$ cat src/rtl/vms_pkg.sv
// shared types and widths for the vector magnitude scaler
// no dependencies
package vms_pkg;

    localparam int CW = 24;
    localparam int TW = CW - 1;
    localparam int SW = 2 * CW;
    localparam int PW = CW + TW;
    localparam int LW = CW;
    localparam int POS_W = $clog2(CW);

    typedef enum logic {
        OP_SET   = 1'b0,
        OP_LIMIT = 1'b1
    } vms_op_t;

    typedef struct packed {
        logic                 operation;
        logic signed [CW-1:0] vec_x;
        logic signed [CW-1:0] vec_y;
        logic [TW-1:0]        target_magnitude;
    } vms_req_t;

    typedef struct packed {
        logic signed [CW-1:0] out_x;
        logic signed [CW-1:0] out_y;
        logic                 was_scaled;
        logic                 zero_length;
    } vms_rsp_t;

    typedef struct packed {
        logic          operation;
        logic [CW-1:0] vec_x;
        logic [CW-1:0] vec_y;
        logic [TW-1:0] target;
        logic          nx;
        logic          ny;
    } vms_side_t;

    typedef struct packed {
        logic [SW-1:0] rem;
        logic [LW-1:0] root;
        logic [PW-1:0] px;
        logic [PW-1:0] py;
        vms_side_t     side;
    } vms_sqrt_t;

    typedef struct packed {
        logic [PW-1:0] remx;
        logic [PW-1:0] remy;
        logic [TW-1:0] qx;
        logic [TW-1:0] qy;
        logic [LW-1:0] len;
        vms_side_t     side;
    } vms_div_t;

endpackage

$ cat src/rtl/vms_div_cell.sv
// one quotient bit of both component dividers
// depends on vms_pkg
module vms_div_cell (
    input  logic                       clk,
    input  logic                       rst_n,
    input  logic                       en,
    input  logic [vms_pkg::POS_W-1:0]  pos,
    input  logic                       in_valid,
    input  vms_pkg::vms_div_t          in_data,
    output logic                       out_valid,
    output vms_pkg::vms_div_t          out_data
);
    import vms_pkg::*;

    logic [PW-1:0] dsh;
    vms_div_t      data_next;
    vms_div_t      data_reg;
    logic          valid_reg;

    always_comb
    begin
        dsh = PW'(in_data.len) << pos;
        data_next = in_data;
        if (in_data.remx >= dsh)
        begin
            data_next.remx = in_data.remx - dsh;
            data_next.qx   = in_data.qx | (TW'(1) << pos);
        end
        if (in_data.remy >= dsh)
        begin
            data_next.remy = in_data.remy - dsh;
            data_next.qy   = in_data.qy | (TW'(1) << pos);
        end
    end

    always_ff @(posedge clk or negedge rst_n)
    begin
        if (!rst_n)
        begin
            valid_reg <= 1'b0;
        end
        else if (en)
        begin
            valid_reg <= in_valid;
        end
    end

    always_ff @(posedge clk)
    begin
        if (en)
        begin
            data_reg <= data_next;
        end
    end

    assign out_valid = valid_reg;
    assign out_data  = data_reg;

endmodule

$ cat config.mk
export PLATFORM = sky130hd
export DESIGN_NAME = vms_div_cell
export DESIGN_NICKNAME = d
export VERILOG_FILES = /design/src/rtl/vms_pkg.sv /design/src/rtl/vms_div_cell.sv
export SDC_FILE = /design/constraint.sdc
export NUM_CORES = 1
export LEC_CHECK = 0
export BUFFER_PORTS_ARGS = -buffer_cell sky130_fd_sc_hd__buf_2
export CAP_MARGIN = 20
export CELL_PAD_IN_SITES_DETAIL_PLACEMENT = 0
export CELL_PAD_IN_SITES_GLOBAL_PLACEMENT = 2
export CORE_ASPECT_RATIO = 0.6
export CORE_MARGIN = 5
export CORE_UTILIZATION = 30
export DETAILED_ROUTE_END_ITERATION = 10
export GPL_TIMING_DRIVEN = 0
export HOLD_SLACK_MARGIN = 0.02
export PLACE_DENSITY_LB_ADDON = 0.1
export REMOVE_ABC_BUFFERS = 1
export SLEW_MARGIN = 20
export SYNTH_ARGS = -nofsm -noshare
export SYNTH_HDL_FRONTEND = slang
export SYNTH_SLANG_ARGS = --single-unit
$ cat constraint.sdc
create_clock -name clk -period 0.9 [get_ports clk]
set_input_delay 0.18 -clock clk [delete_from_list [all_inputs] [get_ports clk]]
set_output_delay 0.18 -clock clk [all_outputs]
set_load 0.02 [all_outputs]
# ---- Word-level counts from Yosys, hierarchy flattened
# Index checks and enable logic that the tools add are counted.
dict set report word_totals {
  register_bits 239
  latch_bits 0
  ramBits 0
  mem_bits_ro 0
  inputBits 247
  out_inout_bits 239
  wordCells 24
  n_memories 0
}
dict set report classes {
  n_addsub 2
  mul 0
  n_div 0
  magnitude_cmp 2
  n_eq_ne 0
  shift 2
  n_mux 4
  bitwise_logic 2
  n_reduce_logical 0
}
# cell count
set op_table {}
lappend op_table {{$ge 47x47->1} 2}
lappend op_table {{$mux 47} 2}
lappend op_table {{$sub 47x47->47} 2}
lappend op_table {{$shl 24x5->47} 1}
lappend op_table {{$mux 23} 2}
lappend op_table {{$or 23x23->23} 2}
lappend op_table {{$shl 1x5->23 const A} 1}

# ---- Logic depth before layout (Yosys ltp)
dict set report depth {
  word_depth 3
  ltp_mapped 23
  ltp_nobuf 19
}

# ---- Worst setup path after synthesis
# Ideal clock, no wire load.
dict set report synth_timing {
  path_kind {input -> register}
  from {in pos[1] in the netlist's numbering}
  to {reg data_reg, in the netlist out_data[193] (data pin)}
  setup_ns 0.260
  arrival_ns 4.389
  required_time_ns 0.640
  path_slack_ns -3.749
  stages 18
  n_path_buf 5
  path_cell_list {clkbuf_1 > clkbuf_1 > clkbuf_1 > mux4_2 > mux2i_1 > o21ai_0 > mux2i_1 > ha_1 > clkbuf_1 > a21oi_1 > o21a_1 > or3b_1 > a211o_1 > o21ai_2 > o31ai_4 > a31oi_4 > buf_6 > mux2_2}
}
# element line
set synth_lines {}
lappend synth_lines {{start, declared} vms_div_cell.sv:7} ;# input logic [vms_pkg::POS_W-1:0] pos,
lappend synth_lines {{end signal, assigned} vms_div_cell.sv:52} ;# data_reg <= data_next;
lappend synth_lines {{end, declared} vms_div_cell.sv:17} ;# vms_div_t data_reg;

==> qor.csv <==
metric,value,unit
buffer type at the clock tree root,clkbuf_16,
Post-Syn Area,15500,µm²
"delay-heaviest family, CP",multiplexers,
most frequent cells in the layout,"buf_2, dlygate4sd3_1, edfxtp_1",
Seq cells post-synth,239,
# fillers,4584,
post-synth top area share,0.461,
Routed wire per std cell,22.4,µm
total number of clock tree sinks,239,
run status,"complete, but fails checks",
nets@finish,2691,
final sum of negative setup slack,-480.00,ns
worst hold path startpoint,en,
combined area of the multi-input logic cells,9960,µm²
reg-to-reg endpoint,out_valid$_DFFE_PN0P_,
capturing element type of the critical path,flip-flop,
clock transition at the registers of the reported paths,0.06,ns
Detailed Route Iter0 Violations,1007,
total core area,51000,µm²
worst hold path class,in2reg,
Power Total,0.0469,W
die area,56400,µm²
final-layout worst hold slack,0.0115,ns
die width,303,µm
final critical delay including setup and external delays,3.76,ns
Place WS,-5.84,ns
Detailed Route WL,68.7,mm
worst stage delay on the critical path,0.35,ns
worst clock skew on the final layout,0,ns
critical-path cell list,buf_16 > mux2i_2 > mux2i_2 > mux2i_2 > buf_4 > mux2i_4 > mux2i_4 > ha_4 > a21oi_4 > o21a_1 > or3b_1 > a211o_1 > o21ai_4 > o31ai_4 > a31oi_4 > buf_6 > buf_6 > buf_16 > buf_12 > mux2_4,
Worst Path Buf+Inv,6,
Peak Freq,266,MHz
arrival time reported for the critical path endpoint,4.07,ns
internal reg-to-reg setup slack,0.13,ns
aggregate global-route resource usage,0.227,
Setup-failing EPs final,379,
"slowest stage cell, crit path",or3b_1,
count of flip-flops with a built-in enable after synthesis,238,
CTS tree,yes,
mean number of vias per cell,5.00,
post-route clock period utilization,4.17,
kind of launch point of the worst setup path,input pin,
post-synth cell types,77,
iteration count of the initial detailed-routing pass,5,
count of cells along the worst hold path,1,
layout overhead on the synthesized area,75.7,%
portion of the post-synthesis area used by sequential elements,0.463,
"top cells by area, synth","edfxtp_1, ha_1, mux2_2, nand2_1, o21ai_0",
setup repair after global routing missed its margin,yes,
number of pins exceeding their max-slew limit in the final report,0,
Die Y,186,µm
cell type with the highest aggregate area in the netlist,edfxtp_1,
Max-Slew Margin vs Limit,0.541,
antenna violations before repair,7,
Required @ worst endpoint,1.22,ns
leakage component of the power,11.1,nW
"most common cell after layout, fill and taps aside",buf_2,
hold-critical path endpoint,out_data[41]$_DFFE_PP_,
worst-case clock buffer depth,3,
first-pass GRT wire length,96.8,mm
"Top FF cell, synth",edfxtp_1,
Congestion Overflow GR,0,
transition at the pin with the smallest max-transition slack,0.681,ns
number of failing hold endpoints at the final stage,0,
maximum VDD drop,1.31,mV
kind of critical path,in2reg,
number of violations of the max-capacitance limit,0,
number of global-route vias before repair,15321,
DR vias,15310,
violated checks,setup timing,
gate count after technology mapping,1478,
I/O pin count,486,
Post-DRT Antenna Nets,0,
reg2reg path depth,1,
mean instance size in the synthesized netlist,10.5,µm²
number of buffers added on ports,485,
final worst setup slack,-2.86,ns
share of final-layout standard cells stronger than drive strength 1,0.452,
proportion of register bits with asynchronous set or reset after synthesis,0.00418,
Num CTS Buffers,27,
number of H-tree branching levels,1,
Clock Latency Late Sink,0.58,ns
critical-path maximum fanout,18,
most frequent cell on the critical path,mux2i_2,
pwr dens,1720,nW/µm²
largest net degree at the start of global routing,70,
routability congestion estimate,0.883,
number of DRC violations after detailed routing,0,
Sequential Area,7170,µm²
Post-DP HPWL,48.1,mm
initial standard-cell utilization of the core,0.304,
startpoint of the lowest-slack register-to-register path,out_valid$_DFFE_PN0P_,
number of warnings printed during yosys synthesis,0,
cell row count,64,
==> report_power, final <==
group / internal, W / switching (W) / leakage, nW / total, W
clock network: 0.00584 / 0.00505 / 0.396 / 0.0109
registers: 0.0141 / 0.000575 / 2.34 / 0.0146
logic: 0.0105 / 0.0108 / 8.37 / 0.0214
==> repair_timing <==
| action | 4_1_cts | 5_1_grt |
|---|---|---|
| setup buffers | 109 | 43 |
| endpoints found under the setup margin | 473 | 400 |
| endpoints found under the hold margin | 247 | 8 |
| resized for setup | 681 | 229 |
| pin swaps | 96 | 50 |
| cloned | 18 | 1 |
| hold buffers | 240 | 1 |
==> sequential cells by signal, summed over array words and instances, names as in the netlist <==
name and cells:
out_data 238, out_valid 1
==> cells by family after synthesis <==
family / Yosys count / share of synthesized area
adders and majority gates: 98 / 0.0801
DFF: 239 / 0.463
muxes: 106 / 0.0771
and+or+nand+nor: 392 / 0.115
buffers and inverters: 109 / 0.0309
xor gates and xnor gates: 85 / 0.0481
AOI/OAI and AO/OA: 449 / 0.186
==> cell type report <==
| type | instances | area share |
|---|---|---|
| diodes | 3 | 0.000276 |
| clock buffers | 29 | 0.0251 |
| clock inverters | 21 | 0.00588 |
| inverters | 44 | 0.00781 |
| multi-input cells | 1130 | 0.366 |
| flip-flops and latches | 239 | 0.263 |
| well taps | 693 | 0.0319 |
| repair buffers | 904 | 0.300 |
==> cell usage after synthesis (5+ instances only) <==
cell,instances
buf_1,6
nor3_1,13
xnor2_1,51
and2_1,6
a21oi_1,120
mux2i_1,36
mux2_2,64
or3_1,5
nand3_1,24
o22a_1,10
nor4_1,7
edfxtp_1,238
o21bai_1,60
and3_1,11
o21ai_0,121
nor2_1,69
xor2_1,34
nand4_1,19
a31oi_1,11
nand2_1,192
buf_6,6
inv_1,41
buf_4,5
nand2b_1,18
a21o_1,49
buf_2,5
nor2b_1,13
a211oi_1,13
ha_1,96
clkbuf_1,43
o21a_1,8
==> per-layer routing <==
layer	wire length, µm	track usage	share of wire
met4	1500	0.0467	0.022
met5	32	0	0.00047
met2	31100	0.356	0.45
met1	32100	0.331	0.47
met3	3990	0.0417	0.058
==> metrics by stage <==
stage / std cells / area (µm²) / utilization
5_1_grt: 3063 / 27200 / 0.534
3_5_place_dp: 2602 / 18800 / 0.368
6_report: 3063 / 27200 / 0.534
3_3_place_gp: 2591 / 18500 / 0.362
2_1_floorplan: 1413 / 15200 / -
4_1_cts: 3018 / 26000 / 0.509
==> worst max path at each step <==
stage | from | endpoint | cells past startpoint
detailed placement | pos[2] | out_data[145]$_DFFE_PP_ | 17
floorplan | pos[2] | out_data[145]$_DFFE_PP_ | 15
global placement | pos[2] | out_data[183]$_DFFE_PP_ | 16
CTS | pos[0] | out_data[217]$_DFFE_PP_ | 23
global route | in_data[86] | out_data[236]$_DFFE_PP_ | 21
finish | pos[1] | out_data[236]$_DFFE_PP_ | 20
Power figures use the tool's default switching activity.
