`src/rtl/vms_pkg.sv`:
```
// shared types and widths for the vector magnitude scaler
// no dependencies
package vms_pkg;

    localparam int CW = 24;
    localparam int TW = CW - 1;
    localparam int SW = 2 * CW;
    localparam int PW = CW + TW;
    localparam int LW = CW;
    localparam int POS_W = $clog2(CW);

    typedef enum logic {
        OP_SET   = 1'b0,
        OP_LIMIT = 1'b1
    } vms_op_t;

    typedef struct packed {
        logic                 operation;
        logic signed [CW-1:0] vec_x;
        logic signed [CW-1:0] vec_y;
        logic [TW-1:0]        target_magnitude;
    } vms_req_t;

    typedef struct packed {
        logic signed [CW-1:0] out_x;
        logic signed [CW-1:0] out_y;
        logic                 was_scaled;
        logic                 zero_length;
    } vms_rsp_t;

    typedef struct packed {
        logic          operation;
        logic [CW-1:0] vec_x;
        logic [CW-1:0] vec_y;
        logic [TW-1:0] target;
        logic          nx;
        logic          ny;
    } vms_side_t;

    typedef struct packed {
        logic [SW-1:0] rem;
        logic [LW-1:0] root;
        logic [PW-1:0] px;
        logic [PW-1:0] py;
        vms_side_t     side;
    } vms_sqrt_t;

    typedef struct packed {
        logic [PW-1:0] remx;
        logic [PW-1:0] remy;
        logic [TW-1:0] qx;
        logic [TW-1:0] qy;
        logic [LW-1:0] len;
        vms_side_t     side;
    } vms_div_t;

endpackage

```
`src/rtl/vms_sqrt_cell.sv`:
```
// one root bit of the square root chain
// depends on vms_pkg
module vms_sqrt_cell (
    input  logic                       clk,
    input  logic                       rst_n,
    input  logic                       en,
    input  logic [vms_pkg::POS_W-1:0]  pos,
    input  logic                       in_valid,
    input  vms_pkg::vms_sqrt_t         in_data,
    output logic                       out_valid,
    output vms_pkg::vms_sqrt_t         out_data
);
    import vms_pkg::*;

    logic [SW-1:0] trial;
    vms_sqrt_t     data_next;
    vms_sqrt_t     data_reg;
    logic          valid_reg;

    always_comb
    begin
        trial = (SW'(in_data.root) << ({1'b0, pos} + (POS_W+1)'(1)))
              | (SW'(1) << {pos, 1'b0});
        data_next = in_data;
        if (in_data.rem >= trial)
        begin
            data_next.rem  = in_data.rem - trial;
            data_next.root = in_data.root | (LW'(1) << pos);
        end
    end

    always_ff @(posedge clk or negedge rst_n)
    begin
        if (!rst_n)
        begin
            valid_reg <= 1'b0;
        end
        else if (en)
        begin
            valid_reg <= in_valid;
        end
    end

    always_ff @(posedge clk)
    begin
        if (en)
        begin
            data_reg <= data_next;
        end
    end

    assign out_valid = valid_reg;
    assign out_data  = data_reg;

endmodule

```
`config.mk`:
```
export PLATFORM = sky130hd
export DESIGN_NAME = vms_sqrt_cell
export DESIGN_NICKNAME = d
export VERILOG_FILES = /design/src/rtl/vms_pkg.sv /design/src/rtl/vms_sqrt_cell.sv
export SDC_FILE = /design/constraint.sdc
export NUM_CORES = 1
export LEC_CHECK = 0
export BUFFER_PORTS_ARGS = -buffer_cell sky130_fd_sc_hd__buf_2
export CAP_MARGIN = 25
export CORE_AREA = 2 2 193 195
export DETAILED_ROUTE_END_ITERATION = 10
export DIE_AREA = 0 0 195 197
export PLACE_DENSITY = 0.64
export SKIP_LAST_GASP = 1
export SYNTH_ARGS = -nofsm -noshare
export SYNTH_HDL_FRONTEND = slang
export SYNTH_SLANG_ARGS = --single-unit
```
`constraint.sdc`:
```
create_clock -name clk -period 0.8 [get_ports clk]
set_input_delay 0.16 -clock clk [delete_from_list [all_inputs] [get_ports clk]]
set_output_delay 0.16 -clock clk [all_outputs]
set_load 0.01 [all_outputs]
```
# [Yosys cells after proc, flatten, opt, wreduce, memory -nomap -nowiden]
# Index checks and enable logic that the tools add are counted.
[totals] in_bits=249 output_inout_bits=241 register_bits=241 word_cells=20
[classes] n_mux=1 n_bitwise=2 order_cmp=1 n_shift=3 n_addsub=2
[ops] cell="72-bit 2-to-1 mux" count=1
[ops] cell="48-bit greater-or-equal comparator" count=1
[ops] cell="48-bit bitwise OR" count=1
[ops] cell="1-bit by 6-bit left shift with 48-bit output (first input constant)" count=1
[ops] cell="24-bit by 6-bit left shift with 48-bit output" count=1
[ops] cell="48-bit subtractor" count=1
[ops] cell="24-bit bitwise OR" count=1
[ops] cell="1-bit by 5-bit left shift with 24-bit output (first input constant)" count=1
[ops] cell="5-bit by 1-bit adder with 6-bit output (second input constant)" count=1

# [Logic depth before layout (Yosys ltp)]
[depth] word_depth=5 mapped_depth=28 depth_no_buf=21

# [Worst setup path before layout]
# OpenSTA, ideal clock, no wires.
[synth_timing] kind="input to register" from="input pos[0] in the netlist's numbering" to="register data_reg, in the netlist out_data[235], data pin" path_slack_ps=-4273 stages=22 path_buffers=7 required_ps=540 arrival_ps=4813 setup_ps=260 cell_sequence="buf_2 > inv_1 > clkbuf_1 > ha_1 > buf_2 > buf_1 > clkbuf_1 > mux2i_1 > nand2_1 > a21oi_1 > nor2_1 > or3_1 > ha_1 > buf_2 > nand4_1 > nor4_1 > and3_1 > a21bo_2 > a21oi_2 > o221ai_4 > buf_2 > mux2_2"
[synth_rtl] item="start, declared" line="vms_sqrt_cell.sv:7" source="input logic [vms_pkg::POS_W-1:0] pos,"
[synth_rtl] item="end signal, assigned" line="vms_sqrt_cell.sv:48" source="data_reg <= data_next;"
[synth_rtl] item="end, declared" line="vms_sqrt_cell.sv:17" source="vms_sqrt_t data_reg;"

==> impl_metrics.env <==
export IMPL_status="finished with violations"
export IMPL_violations="negative hold slack, negative setup slack"
export IMPL_nets=2505
export IMPL_cts_made_buffers=26
export IMPL_num_rows=70
export IMPL_cp_arrival_ns=4.15
export IMPL_timing_fmax_mhz=261
export IMPL_cts_clk_slew_worst_paths_ns=0.06
export IMPL_p_total_mw=50.6
export IMPL_overflow=0
export IMPL_cp_start_kind="input port"
export IMPL_maxSlewHeadroom_pct=63.3
export IMPL_synthSimpleGateAreaFrac_pct=11.5
export IMPL_clk_path_buf_depth=3
export IMPL_drv_slew=0
export IMPL_grt_first_pass_wirelength_um=89700
export IMPL_final_setup_tns_ns=-319.83
export IMPL_yosysTopAreaCellShare_pct=56.4
export IMPL_die_w_um=195
export IMPL_fin_ws_ns=-3.03
export IMPL_dp_slack_ns=-4.03
export IMPL_endpoint_kind="flop"
export IMPL_fin_hold_ws_ns=-0.0173
export IMPL_cts_htree_levels=1
export IMPL_rsz0062_at_grt="true"
export IMPL_synthMuxAreaShare_pct=4.81
export IMPL_period_share_pct=478
export IMPL_setup_violations=313
export IMPL_ys_top_cells_by_area="edfxtp_1, ha_1, a21oi_1"
export IMPL_cp_max_fo=8
export IMPL_syn_to_final_growth_pct=88.6
export IMPL_finalHoldViolations=2
export IMPL_powerDensity_nw_per_um2=2100
export IMPL_ios=490
export IMPL_initial_core_util_pct=35.2
export IMPL_worstPathRequired_ns=1.12
export IMPL_core_area_um2=36300
export IMPL_post_route_drc_count=0
export IMPL_synth_edf_count=240
export IMPL_die_h_um=197
export IMPL_vias_per_cell=5.31
export IMPL_first_pass_iters=5
export IMPL_finClkSkew_ns=0
export IMPL_ir_worst_vdd_v=0.00165
export IMPL_antenna_found_initial=5
export IMPL_ys_warn_count=0
export IMPL_synthXorXnorAreaFrac_pct=3.02
export IMPL_layout_min_cycle_time_ns=3.83
export IMPL_synth_flop_cell="edfxtp_1"
export IMPL_synthArstFlopShare_pct=0.415
export IMPL_port_buffers=489
export IMPL_cap_violations=0
export IMPL_cts_tree="built"
export IMPL_via_count=14300
export IMPL_ys_types=75
export IMPL_yosys_area_top_type="edfxtp_1"
export IMPL_drive_gt1_share_pct=56.1
export IMPL_gp_congestion=0.955
export IMPL_synth_area_um2=12800
export IMPL_ctsHoldBuffers=209
export IMPL_ys_seq_area_share_pct=56.6
export IMPL_die_area_um2=38400
export IMPL_cts_root_buf="clkbuf_16"
export IMPL_tightest_slew_ns=0.549
export IMPL_synth_cells=1117
export IMPL_dp_hpwl_um=45500
export IMPL_hold_class="input port to flop"
export IMPL_grt_usage_pct=31.2
export IMPL_synth_nets=1421
export IMPL_syn_avg_cell_area_um2=11.4
export IMPL_grt_pass1_vias=14400
export IMPL_synth_seq_cells=241
export IMPL_drt_iter0_drc=860
export IMPL_critPathKind="input port to flop"
export IMPL_ant_nets=0
export IMPL_wl_per_cell_um=23.6
export IMPL_wl_um=63600
export IMPL_grt_max_degree=57
export IMPL_clock_sinks=241
export IMPL_p_leak_nw=10.3
export IMPL_synthAdderAreaFrac_pct=5.45
export IMPL_fillers=2676
export IMPL_insertion_delay_ns=0.55
export IMPL_synth_compound_area_share_pct=16.0
export IMPL_synth_top_family_by_area="compound AO/OA/AOI/OAI gates"
[cells in the mapped netlist, types with 4 or more instances]
cell type	instances
edfxtp_1	240
nand2_1	133
a21oi_1	130
nor2_1	92
o21ai_0	56
ha_1	54
clkbuf_1	37
mux2i_1	22
xnor2_1	22
xor2_1	22
nand3_1	21
inv_1	20
buf_2	18
a31o_2	17
nand4_1	17
o21bai_1	13
mux2_2	11
mux4_2	11
nor2b_1	10
a211oi_1	9
a21o_1	9
a31oi_1	9
nand2b_1	9
nor3_1	9
o21ai_1	9
and3_1	8
o31ai_1	8
a22oi_1	6
and2_1	6
o21a_1	5
o22a_1	5
or3_1	5
a2bb2oi_1	4
buf_1	4
o211ai_1	4
o22ai_1	4
[where the power goes]
group          leakage (nW)  internal (mW)  switching (mW)  total [mW]
sequential             2.36           15.7           0.572        16.2
combinational          7.49           10.7            10.9        21.6
clock                 0.441           7.55            5.21        12.8
[placed cells by master (no fill, tap or decap), drive strengths merged, types with 11 or more instances in the layout]
cell / count
a21oi: 131
a31o: 18
buf: 902
clkbuf: 29
clkinv: 16
dlygate4sd3: 209
edfxtp: 240
ha: 54
inv: 21
mux2: 13
mux2i: 22
mux4: 11
nand2: 134
nand3: 22
nand4: 17
nor2: 94
o21ai: 65
o21bai: 13
xnor2: 22
xor2: 22
[worst paths after layout]
path                                  startpoint                       to  slack, ns  depth (start not counted)
min in group asynchronous                  rst_n    out_valid$_DFFE_PN0P_       0.43                          3
hold / removal                      in_data[191]  out_data[191]$_DFFE_PP_      -0.02                          3
max in group asynchronous                  rst_n    out_valid$_DFFE_PN0P_       0.26                          3
setup reg to reg           out_valid$_DFFE_PN0P_    out_valid$_DFFE_PN0P_       0.04                          1
hold reg to reg            out_valid$_DFFE_PN0P_    out_valid$_DFFE_PN0P_       0.53                          1
setup / recovery                          pos[0]  out_data[231]$_DFFE_PP_      -3.03                         21
[critical path, stage by stage]
cell,delay (ns)
buf_8,0.09
inv_6,0.03
ha_4,0.32
buf_6,0.15
mux4_2,0.53
mux2i_2,0.20
buf_4,0.14
a21oi_2,0.05
buf_4,0.14
a221oi_4,0.27
ha_1,0.19
nand4_1,0.20
nor4_4,0.31
and3_4,0.24
a21bo_4,0.14
a21oi_4,0.04
o221ai_4,0.22
buf_12,0.15
buf_12,0.13
buf_4,0.12
mux2_4,0.29
[logic make-up after synthesis]
logic type,count (synthesis)
simple gates,328
compound gates,321
flops,241
buf+inv,82
fa+ha+maj,55
mux,46
xor+xnor,44
[cell type report]
cell class                 count  area (um2)  area share, %
antenna                        5        12.5         0.0519
clock buffer                  28         658           2.73
clock inverter                20         233          0.966
inverter                      22         101          0.421
multi-input combinational    796        6810           28.2
sequential                   241        7230           30.0
tap                          468         586           2.43
timing repair buffer        1114        8470           35.1
[sequential cells by signal, indices dropped and copies added (netlist names)]
name / flops
out_valid: 1
out_data: 240
[metal layers]
metal / track usage (%) / vias to the layer above / wire [um]
li1: - / 6411 / -
met1: 37.8 / 6981 / 24900
met2: 53.9 / 733 / 30800
met3: 5.82 / 174 / 4420
met4: 14.4 / 4 / 3410
met5: 0 / - / 26
[per-stage QoR]
stage / utilization [%] / cells / hold WS [ns] / cell area, um2
2_1_floorplan: - / 1117 / -0.136 / 13100
6_report: 66.5 / 2694 / -0.0173 / 24100
5_1_grt: 66.4 / 2690 / -0.00984 / 24100
3_5_place_dp: 51.6 / 2383 / -0.0624 / 18700
4_1_cts: 64.5 / 2675 / -0.0277 / 23400
3_3_place_gp: 51.6 / 2383 / -0.0636 / 18700
[what timing repair did]
item,4_1_cts,5_1_grt
pin swaps,66,51
endpoints found under the setup margin,313,313
hold endpoints to repair,210,2
cloned,9,1
setup buffers,30,21
gates resized for setup,307,140
(Power assumes the default switching activity.)
